File: src/design/tcsc_pkg.sv
package tcsc_pkg;

  localparam logic [31:0] CrcPoly = 32'hEDB88320;
  localparam logic [31:0] MagicWord = 32'h4D4B5345;
  localparam logic [63:0] MaxElems = 64'h1FFF_FFFF_FFFF_FFFF;

  localparam logic [1:0] KIND_NAME = 2'd0;
  localparam logic [1:0] KIND_DIM = 2'd1;
  localparam logic [1:0] KIND_ELEM = 2'd2;
  localparam logic [1:0] KIND_STATUS = 2'd3;

  localparam logic [2:0] ST_OK = 3'd0;
  localparam logic [2:0] ST_SHORT = 3'd1;
  localparam logic [2:0] ST_CRC = 3'd2;
  localparam logic [2:0] ST_MAGIC = 3'd3;
  localparam logic [2:0] ST_VERSION = 3'd4;
  localparam logic [2:0] ST_DTYPE = 3'd5;
  localparam logic [2:0] ST_OVERFLOW = 3'd6;
  localparam logic [2:0] ST_TRAILING = 3'd7;

  typedef struct packed {
    logic [7:0] data_byte;
    logic       last_byte;
  } in_word_t;

  typedef struct packed {
    logic [1:0]  kind;
    logic [63:0] value;
    logic [31:0] record_index;
    logic [2:0]  status;
    logic        final_item;
  } out_word_t;

endpackage

File: src/design/tcsc_stream_if.sv
interface tcsc_in_if;
  logic                valid;
  logic                ready;
  tcsc_pkg::in_word_t  payload;
  modport source (output valid, output payload, input ready);
  modport sink (input valid, input payload, output ready);
endinterface

interface tcsc_out_if;
  logic                valid;
  logic                ready;
  tcsc_pkg::out_word_t payload;
  modport source (output valid, output payload, input ready);
  modport sink (input valid, input payload, output ready);
endinterface

File: src/design/tensor_checkpoint_stream_checker_unit.sv
// Checkpoint stream checker.
// Input channel in_ch: one file byte per word with last_byte set on the
// final byte. Output channel out_ch: name bytes, dimensions, element words
// and, after the final byte, one status word with final_item set.
// Each input word passes through a small sequencer: the CRC takes eight
// one-bit steps on a dedicated shift unit, and a nonzero dimension word on
// a live product drives a shift-add multiplier, one multiplier bit per
// cycle (64 steps) with an overflow check. The first four bytes of a file
// only fill the window. After that each byte goes through the CRC steps
// and the parser before its result word is handed to the output register;
// the sequencer takes no new byte until it is done with the current one.
// The final byte is followed by the status word once the output register
// is free. Results leave through a one-word output register; the sequencer
// waits on it only when it has a new word to hand over, so a stalled
// receiver stalls the block after at most one held word.
// Synchronous reset (rst) clears all control state and returns the parser
// to the magic phase; after the status word the block resets itself for
// the next file.
module tensor_checkpoint_stream_checker_unit (
  input logic clk,
  input logic rst,
  tcsc_in_if.sink in_ch,
  tcsc_out_if.source out_ch
);

  typedef enum logic [3:0] {
    PH_MAGIC, PH_VERSION, PH_COUNT, PH_FLAGS, PH_NAMELEN, PH_NAME,
    PH_NDIMS, PH_DIM, PH_DTYPE, PH_ELEM, PH_DONE, PH_ERROR
  } phase_t;

  typedef enum logic [2:0] {
    S_IDLE, S_CRC, S_PARSE, S_MUL, S_EMIT, S_STATUS
  } seq_t;

  seq_t        seq;
  phase_t      phase;
  logic [7:0]  win [4];
  logic [2:0]  fill;
  logic [31:0] crc;
  logic [4:0]  total;
  logic [2:0]  fcount;
  logic [63:0] acc;
  logic [31:0] records_left;
  logic [31:0] cur_rec;
  logic [31:0] name_left;
  logic [31:0] dims_left;
  logic [63:0] prod;
  logic        zero_seen;
  logic [61:0] elems_left;
  logic [2:0]  perr;
  logic [7:0]  pbyte;
  logic        plast;
  logic [2:0]  step;
  logic [63:0] mul_a;
  logic [63:0] mul_sum;
  logic [5:0]  mul_cnt;
  logic        mul_ovf;
  logic        pend_emit;
  tcsc_pkg::out_word_t pend;
  logic        ovalid;
  tcsc_pkg::out_word_t oword;

  assign in_ch.ready = (seq == S_IDLE);
  assign out_ch.valid = ovalid;
  assign out_ch.payload = oword;

  logic        out_free;
  assign out_free = !ovalid || out_ch.ready;

  // load the output register from the emit or status step
  logic        out_load;
  assign out_load = out_free && ((seq == S_EMIT && pend_emit) || seq == S_STATUS);

  logic [63:0] acc_in;
  logic [31:0] crc_step;
  logic [64:0] mul_add;
  logic [63:0] a_dbl;
  logic [2:0]  final_status;
  logic [31:0] stored;

  always_comb begin
    acc_in = acc | ({56'd0, pbyte} << {fcount, 3'b000});
    crc_step = (crc >> 1) ^ (crc[0] ? tcsc_pkg::CrcPoly : 32'd0);
    mul_add = {1'b0, mul_sum} + {1'b0, mul_a};
    a_dbl = mul_a << 1;
    stored = {win[3], win[2], win[1], win[0]};
    if (total < 5'd16) final_status = tcsc_pkg::ST_SHORT;
    else if (stored != ~crc) final_status = tcsc_pkg::ST_CRC;
    else if (perr != tcsc_pkg::ST_OK) final_status = perr;
    else if (phase != PH_DONE) final_status = tcsc_pkg::ST_SHORT;
    else final_status = tcsc_pkg::ST_OK;
  end

  always_ff @(posedge clk) begin
    if (rst) begin
      seq <= S_IDLE;
      phase <= PH_MAGIC;
      fill <= '0;
      crc <= '1;
      total <= '0;
      fcount <= '0;
      acc <= '0;
      records_left <= '0;
      cur_rec <= '0;
      name_left <= '0;
      dims_left <= '0;
      prod <= 64'd1;
      zero_seen <= 1'b0;
      elems_left <= '0;
      perr <= tcsc_pkg::ST_OK;
      ovalid <= 1'b0;
      pend_emit <= 1'b0;
      plast <= 1'b0;
    end else begin
      if (out_load) ovalid <= 1'b1;
      else if (ovalid && out_ch.ready) ovalid <= 1'b0;
      unique case (seq)
        S_IDLE: begin
          if (in_ch.valid) begin
            plast <= in_ch.payload.last_byte;
            pend_emit <= 1'b0;
            if (total < 5'd16) total <= total + 5'd1;
            if (fill < 3'd4) begin
              win[fill[1:0]] <= in_ch.payload.data_byte;
              fill <= fill + 3'd1;
              seq <= S_EMIT;
            end else begin
              // shift the window; the oldest byte goes to CRC and parser
              pbyte <= win[0];
              win[0] <= win[1];
              win[1] <= win[2];
              win[2] <= win[3];
              win[3] <= in_ch.payload.data_byte;
              crc <= crc ^ {24'd0, win[0]};
              step <= '0;
              seq <= S_CRC;
            end
          end
        end
        S_CRC: begin
          crc <= crc_step;
          step <= step + 3'd1;
          if (step == 3'd7) seq <= S_PARSE;
        end
        S_PARSE: begin
          // a nonzero dimension on a live product goes through the multiplier
          if (phase == PH_DIM && fcount == 3'd7 && !zero_seen && prod != 64'd0 &&
              acc_in != 64'd0) seq <= S_MUL;
          else seq <= S_EMIT;
          unique case (phase)
            PH_MAGIC, PH_VERSION, PH_COUNT, PH_FLAGS, PH_NAMELEN, PH_NDIMS:
            begin
              if (fcount != 3'd3) begin
                acc <= acc_in;
                fcount <= fcount + 3'd1;
              end else begin
                acc <= '0;
                fcount <= '0;
                unique case (phase)
                  PH_MAGIC: begin
                    if (acc_in[31:0] != tcsc_pkg::MagicWord) begin
                      perr <= tcsc_pkg::ST_MAGIC;
                      phase <= PH_ERROR;
                    end else phase <= PH_VERSION;
                  end
                  PH_VERSION: begin
                    if (acc_in[31:0] != 32'd1) begin
                      perr <= tcsc_pkg::ST_VERSION;
                      phase <= PH_ERROR;
                    end else phase <= PH_COUNT;
                  end
                  PH_COUNT: begin
                    records_left <= acc_in[31:0];
                    phase <= PH_FLAGS;
                  end
                  PH_FLAGS: phase <= (records_left == 32'd0) ? PH_DONE : PH_NAMELEN;
                  PH_NAMELEN: begin
                    name_left <= acc_in[31:0];
                    phase <= (acc_in[31:0] == 32'd0) ? PH_NDIMS : PH_NAME;
                  end
                  default: begin
                    dims_left <= acc_in[31:0];
                    prod <= 64'd1;
                    zero_seen <= 1'b0;
                    phase <= (acc_in[31:0] == 32'd0) ? PH_DTYPE : PH_DIM;
                  end
                endcase
              end
            end
            PH_NAME: begin
              pend <= '{tcsc_pkg::KIND_NAME, {56'd0, pbyte}, cur_rec,
                        tcsc_pkg::ST_OK, 1'b0};
              pend_emit <= 1'b1;
              name_left <= name_left - 32'd1;
              if (name_left == 32'd1) phase <= PH_NDIMS;
            end
            PH_DIM, PH_ELEM: begin
              if (fcount != 3'd7) begin
                acc <= acc_in;
                fcount <= fcount + 3'd1;
              end else begin
                acc <= '0;
                fcount <= '0;
                pend_emit <= 1'b1;
                if (phase == PH_DIM) begin
                  pend <= '{tcsc_pkg::KIND_DIM, acc_in, cur_rec,
                            tcsc_pkg::ST_OK, 1'b0};
                  dims_left <= dims_left - 32'd1;
                  if (dims_left == 32'd1) phase <= PH_DTYPE;
                  if (!zero_seen && prod != 64'd0) begin
                    if (acc_in == 64'd0) begin
                      zero_seen <= 1'b1;
                      prod <= '0;
                    end else begin
                      // product = prod * acc_in, one multiplier bit a step
                      mul_a <= prod;
                      mul_sum <= '0;
                      mul_cnt <= '0;
                      mul_ovf <= 1'b0;
                    end
                  end
                end else begin
                  pend <= '{tcsc_pkg::KIND_ELEM, acc_in, cur_rec,
                            tcsc_pkg::ST_OK, 1'b0};
                  elems_left <= elems_left - 62'd1;
                  if (elems_left == 62'd1) begin
                    cur_rec <= cur_rec + 32'd1;
                    records_left <= records_left - 32'd1;
                    phase <= (records_left == 32'd1) ? PH_DONE : PH_NAMELEN;
                  end
                end
              end
            end
            PH_DTYPE: begin
              if (pbyte != 8'd0) begin
                perr <= tcsc_pkg::ST_DTYPE;
                phase <= PH_ERROR;
              end else if (!zero_seen && (prod == 64'd0 || prod > tcsc_pkg::MaxElems))
              begin
                perr <= tcsc_pkg::ST_OVERFLOW;
                phase <= PH_ERROR;
              end else if (zero_seen) begin
                cur_rec <= cur_rec + 32'd1;
                records_left <= records_left - 32'd1;
                phase <= (records_left == 32'd1) ? PH_DONE : PH_NAMELEN;
              end else begin
                elems_left <= prod[61:0];
                phase <= PH_ELEM;
              end
            end
            PH_DONE: begin
              perr <= tcsc_pkg::ST_TRAILING;
              phase <= PH_ERROR;
            end
            default: ;
          endcase
        end
        S_MUL: begin
          // acc holds zero here; multiplier bits come from pend.value
          if (pend.value[mul_cnt]) mul_sum <= mul_add[63:0];
          if ((pend.value[mul_cnt] && mul_add[64]) ||
              (mul_a[63] && (pend.value >> mul_cnt) > 64'd1)) mul_ovf <= 1'b1;
          mul_a <= a_dbl;
          mul_cnt <= mul_cnt + 6'd1;
          if (mul_cnt == 6'd63) begin
            prod <= (mul_ovf || (pend.value[63] && mul_add[64])) ? 64'd0 :
                    (pend.value[63] ? mul_add[63:0] : mul_sum);
            seq <= S_EMIT;
          end
        end
        S_EMIT: begin
          if (!pend_emit || out_free) begin
            if (pend_emit) begin
              oword <= pend;
              pend_emit <= 1'b0;
            end
            seq <= plast ? S_STATUS : S_IDLE;
          end
        end
        S_STATUS: begin
          if (out_free) begin
            oword <= '{tcsc_pkg::KIND_STATUS, 64'd0, cur_rec, final_status, 1'b1};
            // return to reset values for the next file
            phase <= PH_MAGIC;
            fill <= '0;
            crc <= '1;
            total <= '0;
            fcount <= '0;
            acc <= '0;
            records_left <= '0;
            cur_rec <= '0;
            name_left <= '0;
            dims_left <= '0;
            prod <= 64'd1;
            zero_seen <= 1'b0;
            elems_left <= '0;
            perr <= tcsc_pkg::ST_OK;
            plast <= 1'b0;
            seq <= S_IDLE;
          end
        end
        default: seq <= S_IDLE;
      endcase
    end
  end

  // hold the result word while the receiver stalls
  a_hold: assert property (@(posedge clk) disable iff (rst)
    ovalid && !out_ch.ready |=> ovalid && $stable(oword))
    else $error("output word dropped under stall");
  a_busy: assert property (@(posedge clk) disable iff (rst)
    in_ch.valid && in_ch.ready |=> !in_ch.ready)
    else $error("accepted a byte while busy");
  a_fin: assert property (@(posedge clk) disable iff (rst)
    ovalid && oword.final_item |-> oword.kind == tcsc_pkg::KIND_STATUS)
    else $error("final flag on a field word");
  a_err: assert property (@(posedge clk) disable iff (rst)
    phase == PH_ERROR |-> perr != tcsc_pkg::ST_OK)
    else $error("error phase without code");

endmodule
File: src/flat_wrapper.sv
// flat-port wrapper written by rule: the top's interface ports become plain ports
module tensor_checkpoint_stream_checker_unit_flat 
  (clk, rst, in_ch_valid, in_ch_payload, in_ch_ready, out_ch_valid, out_ch_payload, out_ch_ready);
  tcsc_in_if in_ch_i ();
  tcsc_out_if out_ch_i ();
  input logic clk;
  input logic rst;
  input wire logic [$bits(in_ch_i.valid)-1:0] in_ch_valid;
  input wire logic [$bits(in_ch_i.payload)-1:0] in_ch_payload;
  output wire logic [$bits(in_ch_i.ready)-1:0] in_ch_ready;
  output wire logic [$bits(out_ch_i.valid)-1:0] out_ch_valid;
  output wire logic [$bits(out_ch_i.payload)-1:0] out_ch_payload;
  input wire logic [$bits(out_ch_i.ready)-1:0] out_ch_ready;
  assign in_ch_i.valid = in_ch_valid;
  assign in_ch_i.payload = in_ch_payload;
  assign in_ch_ready = in_ch_i.ready;
  assign out_ch_valid = out_ch_i.valid;
  assign out_ch_payload = out_ch_i.payload;
  assign out_ch_i.ready = out_ch_ready;
  tensor_checkpoint_stream_checker_unit u_core (.clk(clk), .rst(rst), .in_ch(in_ch_i), .out_ch(out_ch_i));
endmodule
File: config.mk
export PLATFORM = sky130hd
export DESIGN_NAME = tensor_checkpoint_stream_checker_unit_flat
export DESIGN_NICKNAME = d
export VERILOG_FILES = /design/src/design/tcsc_pkg.sv /design/src/design/tcsc_stream_if.sv /design/src/design/tensor_checkpoint_stream_checker_unit.sv /design/src/flat_wrapper.sv
export SDC_FILE = /design/constraint.sdc
export NUM_CORES = 2
export LEC_CHECK = 0
export BUFFER_PORTS_ARGS = -buffer_cell sky130_fd_sc_hd__buf_2
export CORE_ASPECT_RATIO = 1.1
export CORE_MARGIN = 4
export CORE_UTILIZATION = 55
export CTS_CLUSTER_SIZE = 14
export DETAILED_ROUTE_END_ITERATION = 7
export PLACE_DENSITY = 0.75
export SLEW_MARGIN = 10
export SYNTH_ARGS = -nofsm -noshare
export SYNTH_HDL_FRONTEND = slang
export SYNTH_SLANG_ARGS = --single-unit
export TNS_END_PERCENT = 20
File: constraint.sdc
create_clock -name clk -period 13.6 [get_ports clk]
set_input_delay 2.72 -clock clk [delete_from_list [all_inputs] [get_ports clk]]
set_output_delay 2.72 -clock clk [all_outputs]
set_load 0.1 [all_outputs]
Word level (Yosys, flattened, before mapping)
Memories as Yosys holds them, arrays and structs flattened.
Cells that the tools add are included.
{"block": "totals", "in_bits": 13, "out_inout_bits": 104, "elab_cells": 379, "reg_bits": 725, "mem_count": 1, "mem_bits_rw": 32}
{"block": "classes", "add_sub_neg": 11, "n_mux": 179, "reduce_logical": 68, "n_shift": 2, "n_bitwise": 6, "eq_ne": 73, "n_lt_le_gt_ge": 5}
{"memory": "u_core.win", "words": 4, "word_bits": 8, "rd": 4, "rd_clocked_by_memory_dff": 0, "write_ports": 4, "line": "tensor_checkpoint_stream_checker_unit.sv:37", "rtl": "logic [7:0] win [4];"}
{"op": "2-to-1 mux 64 bit", "n": 24}
{"op": "2-to-1 mux 32 bit", "n": 25}
{"op": "one-hot mux 64 bit (2 select lines)", "n": 5}
{"op": "2-to-1 mux 102 bit", "n": 5}
{"op": "one-hot mux 32 bit (2 select lines)", "n": 7}
{"op": "one-hot mux 102 bit (2 select lines)", "n": 2}
{"op": "2-to-1 mux 62 bit", "n": 6}
{"op": "one-hot mux 62 bit (2 select lines)", "n": 2}
{"op": "one-hot mux 32 bit (3 select lines)", "n": 2}
{"op": "one-hot mux 64 bit (3 select lines)", "n": 1}
{"op": "zero test 64 bit", "n": 2}
{"op": "nonzero test 64 bit", "n": 2}
{"op": "== test 32 x 1 -> 1 bit (second input constant)", "n": 3}
{"op": "subtractor 32 x 1 -> 32 bit (second input constant)", "n": 3}
{"op": "2-to-1 mux 3 bit", "n": 22}
{"op": "adder 64 x 64 -> 65 bit", "n": 1}
{"op": "> comparator 64 x 1 -> 1 bit (second input constant)", "n": 1}
{"op": "> comparator 64 x 61 -> 1 bit (second input constant)", "n": 1}
{"op": "zero test 32 bit", "n": 2}
{"op": "bitwise OR 64 bit", "n": 1}
{"op": "left shift 8 x 6 -> 64 bit", "n": 1}
{"op": ">> shifter 64 x 6 -> 64 bit", "n": 1}
{"op": "== test 62 x 1 -> 1 bit (second input constant)", "n": 1}
{"op": "subtractor 62 x 1 -> 62 bit (second input constant)", "n": 1}
{"op": "other kinds (66)", "n": 223}

Longest topological paths before layout
{"block": "depth", "word_depth": 9, "ltp_mapped": 15, "ltp_nobuf": 12}

Least setup slack after synthesis
No wires, ideal clock.
{"block": "synth_timing", "path_kind": "input to register", "start": "in rst", "end": "reg u_core.oword, in the netlist u_core.out_ch.payload[0], enable pin", "n_path_buf": 3, "arrival_time_ns": 13.021, "path_stages": 4, "required_time_ns": 12.787, "slack_ns": -0.235, "setup_ns": 0.813, "cell_sequence": "clkbuf_1 -> clkbuf_1 -> clkbuf_1 -> nor4_1"}
{"block": "synth_between", "elab_chain_cells": 2}
{"item": "start: declaration", "line": "flat_wrapper.sv:7", "rtl": "input logic rst;"}
{"item": "inverter 1 bit (no source line)"}
{"item": "AND reduction 5 bit (no source line)"}
{"item": "end signal: assignment", "line": "tensor_checkpoint_stream_checker_unit.sv:274", "rtl": "oword <= pend;"}
{"item": "end signal: assignment", "line": "tensor_checkpoint_stream_checker_unit.sv:282", "rtl": "oword <= '{tcsc_pkg::KIND_STATUS, 64'd0, cur_rec, final_status, 1'b1};"}
{"item": "end: declaration", "line": "tensor_checkpoint_stream_checker_unit.sv:61", "rtl": "tcsc_pkg::out_word_t oword;"}
No other way between the ends.
A chain may end at the register's enable or synchronous reset.

Final worst setup path
{"block": "layout_timing", "start": "reg u_core.seq[0]", "end": "reg u_core.prod[53]"}
{"block": "layout_between", "elab_chain_cells": 3}
{"item": "start: declaration", "line": "tensor_checkpoint_stream_checker_unit.sv:35", "rtl": "seq_t seq;"}
{"item": "start signal: assignment", "line": "tensor_checkpoint_stream_checker_unit.sv:277", "rtl": "seq <= plast ? S_STATUS : S_IDLE;"}
{"item": "== test 3 x 2 -> 1 bit / == test 3 bit (equally long branches)", "line": "tensor_checkpoint_stream_checker_unit.sv:117", "rtl": "unique case (seq)"}
{"item": "inequality test 3 x 2 -> 1 bit (no source line), or another cell as far along"}
{"item": "AND reduction 10 bit (no source line)"}
{"item": "end signal: assignment", "line": "tensor_checkpoint_stream_checker_unit.sv:266", "rtl": "prod <= (mul_ovf || (pend.value[63] && mul_add[64])) ? 64'd0 :"}
{"item": "end: declaration", "line": "tensor_checkpoint_stream_checker_unit.sv:47", "rtl": "logic [63:0] prod;"}
Parallel ways exist; a longest one is shown, timed or not.

==> results.yml <==
place:
  place_inst: 5556
  place.gp.congestion: 0.962
  preCtsSetupSlack_ps: 7750
  dp_hpwl_um: 80600
  io_buffers: 116
sta:
  final_critical_path_setup_slack_ps: 8100
  tightest_slew_ps: 1270
  fin_skew_ps: 33.3
  grt_setup_unrepaired: "false"
  clock.fmax_mhz: 182
  setup_tns_ps: 0
  hold_viol: 0
  period_share_pct: 40.4
  relSlewSlack_pct: 15.6
  finalSetupViolCount: 0
  period_minus_slack_ps: 5500
  holdWs_ps: 454
  maxSlewViolCount: 0
critical_path:
  r2r_end: "u_core.prod[53]"
  cp_data_required_time_ps: 14120
  crit_start: "u_core.seq[0]"
  crit_path_start_kind: "flip-flop"
  cp_slowest_cell: "nor2_2"
  timing.rr.start: "u_core.seq[0]"
  path_depth: 12
  cp_num_buf_inv: 2
  cp-end-kind: "flip-flop"
  slowest_delay_ps: 900
  critPathCapture: "u_core.prod[53]"
  path_cells: "nor2b_1 > nand2_4 > inv_2 > nand2b_1 > a21oi_1 > nand3_1 > nor3_1 > o311ai_4 > buf_4 > nor2_2 > nand2_1 > o21ai_0"
  r2r_cells: 12
  cp_data_arrival_time_ps: 6020
  critical_path_peak_fanout: 66
  crit_type: "flip-flop to flip-flop"
  cp_top_family: "simple AND/OR/NAND/NOR gates"
  rrSetupSlack_ps: 8100
floorplanning:
  start_util_pct: 55.7
  dieArea_mm2: 0.0787
  die_w_um: 268
  boundaryPins: 117
  die_height_um: 294
  rows: 104
  design.core.area_mm2: 0.0734
global_routing:
  grt_pass1_wl_um: 186000
  grt_util_all_layers_pct: 29.3
  antenna_found_initial: 4
  grt_start_max_net_pins: 101
  globalRoute.totalOverflow: 0
  grt_pass1_vias: 33400
final_layout:
  layout_common_cells: "764 x nand2_1, 564 x nor2_1, 424 x a21oi_1, 378 x edfxtp_1, 375 x dfxtp_1"
  fill_cells: 6333
  layout.cells.most_common: "nand2_1"
  nets: 4779
  ff_latch_area_mm2: 0.0189
  multi_input_area_mm2: 0.0207
  antenna_cells: 0
  syn2layout_area_growth_pct: 9.63
  fin_cells: 5703
  drive_above_1_share_pct: 8.70
clocking:
  clock_latency_ps: 640
  path_clk_slew_ps: 60
  cts_root_buf: "clkbuf_16"
  cts_sinks: 753
  cts_max_level: 3
  cts_tree: "built"
  post_cts_buffers: 0
  ctsHoldBuffers: 0
  cts-resized-gates: 0
  cts-buffers-inserted: 79
  clockBufferDepth: 3
yosys:
  synthesis.area_mm2: 0.0409
  netlist-cell-type-count: 86
  synthCells: 4731
  ys_warn_count: 0
  synth_edf_count: 378
  synth-seq-cells: 753
  syn_avg_cell_area_um2: 8.64
  synthArstFlopShare_pct: 0
  ys_seq_area_share_pct: 46.2
  synthFlopType: "edfxtp_1"
  synth_nets: 4827
hold_path:
  hold_path_depth: 2
  hp-start: "u_core.dims_left[30]"
  hp-class: "flip-flop to flip-flop"
power_and_ir_drop:
  ir_worst_vdd_mv: 0.121
  power_density_mw_per_mm2: 110
  power_leakage_nw: 16.7
status:
  status: "finished, final reports clean"
drt:
  vias_per_cell: 6.40
  wire_per_inst_um: 20.9
  dr_total_vias: 36500
  drt_iter0_markers: 4232
  firstDrtPassIters: 7
  route.detailed.drc: 0
  wl_um: 119000
  ant_nets: 0
job:
  max_cap_violations: 0
-- synthesized netlist by cell type, drive strengths merged, types with 27 or more instances --
| cell | instances | area share, % |
|---|---|---|
| clkbuf | 276 | 2.5 |
| o22ai | 45 | 0.69 |
| dfxtp | 375 | 18 |
| nand2b | 27 | 0.41 |
| buf | 46 | 0.51 |
| a211oi | 50 | 0.92 |
| nand2 | 769 | 7.1 |
| nor3 | 119 | 1.5 |
| mux2i | 41 | 1.0 |
| ha | 82 | 2.5 |
| and3 | 34 | 0.52 |
| xnor2 | 82 | 1.8 |
| and2 | 92 | 1.4 |
| o21ai | 293 | 3.6 |
| edfxtp | 378 | 28 |
| o21a | 30 | 0.55 |
| nand4 | 45 | 0.73 |
| a22oi | 70 | 1.3 |
| a31oi | 70 | 1.1 |
| a21o | 49 | 0.90 |
| nand3 | 102 | 1.2 |
| or3 | 32 | 0.49 |
| xor2 | 73 | 1.6 |
| a21oi | 426 | 5.2 |
| nor2b | 61 | 0.93 |
| inv | 45 | 0.41 |
| nor2 | 568 | 5.2 |
| nor4 | 82 | 1.3 |
-- area by class of cell --
class,count,area share [%]
multi-input combinational,3604,46.2
sequential,753,42.1
clock buffer,110,5.20
tap,954,2.66
timing repair buffer,193,2.61
clock inverter,37,0.799
inverter,52,0.439
-- cell families after synthesis --
family,synth area share (%)
and+or+nand+nor,22.1
DFF,46.2
muxes,2.71
xor gates and xnor gates,3.32
adders and majority gates,2.56
buffers and inverters,3.52
AOI/OAI and AO/OA,19.7
-- metal layers --
metal / up-vias / global-route usage, % / part of all wire (%) / wire (µm)
met5: - / 0 / 0.018 / 21
met2: 1751 / 45.8 / 45 / 53400
li1: 17100 / - / - / -
met1: 17300 / 40.5 / 42 / 49600
met4: 4 / 12.7 / 4.6 / 5500
met3: 357 / 4.87 / 8.9 / 10600
-- state kept, by name, summed over array words and instances (netlist names), 6 cells and up --
| signal | cells |
|---|---|
| u_core.acc | 64 |
| u_core.cur_rec | 32 |
| u_core.prod | 64 |
| u_core.mul_sum | 64 |
| u_core.pbyte | 8 |
| u_core.name_left | 32 |
| u_core.win | 32 |
| u_core.mul_a | 64 |
| u_core.pend | 98 |
| u_core.out_ch.payload | 102 |
| u_core.records_left | 32 |
| u_core.elems_left | 62 |
| u_core.dims_left | 32 |
| u_core.crc | 32 |
| u_core.mul_cnt | 6 |
-- stage by stage --
step	power [W]	utilization, %	instance area [µm²]
finish	0.00493	61.0	44800
global route	0.00508	61.0	44800
detailed placement	0.00273	57.4	42100
floorplan	0.00267	-	40900
CTS	0.00495	61.0	44800
global placement	0.00273	57.4	42100
-- power by group --
part	switching, W	internal (W)	total, W
logic	0.000203	0.0000865	0.000290
clock network	0.000921	0.00131	0.00224
registers	0.0000190	0.00238	0.00240
-- worst min-delay path, cell delays in order (launching register included) --
cell and delay, ps:
dfxtp_1 300, nand2_1 50, a21oi_1 50
-- worst min-delay path by stage --
stage,to,slack [ps]
global placement,u_core.dims_left[30],440
finish,u_core.dims_left[30],450
global route,u_core.dims_left[30],470
floorplan,u_core.dims_left[30],430
CTS,u_core.dims_left[30],450
detailed placement,u_core.dims_left[30],450
(Power assumes the default switching activity.)
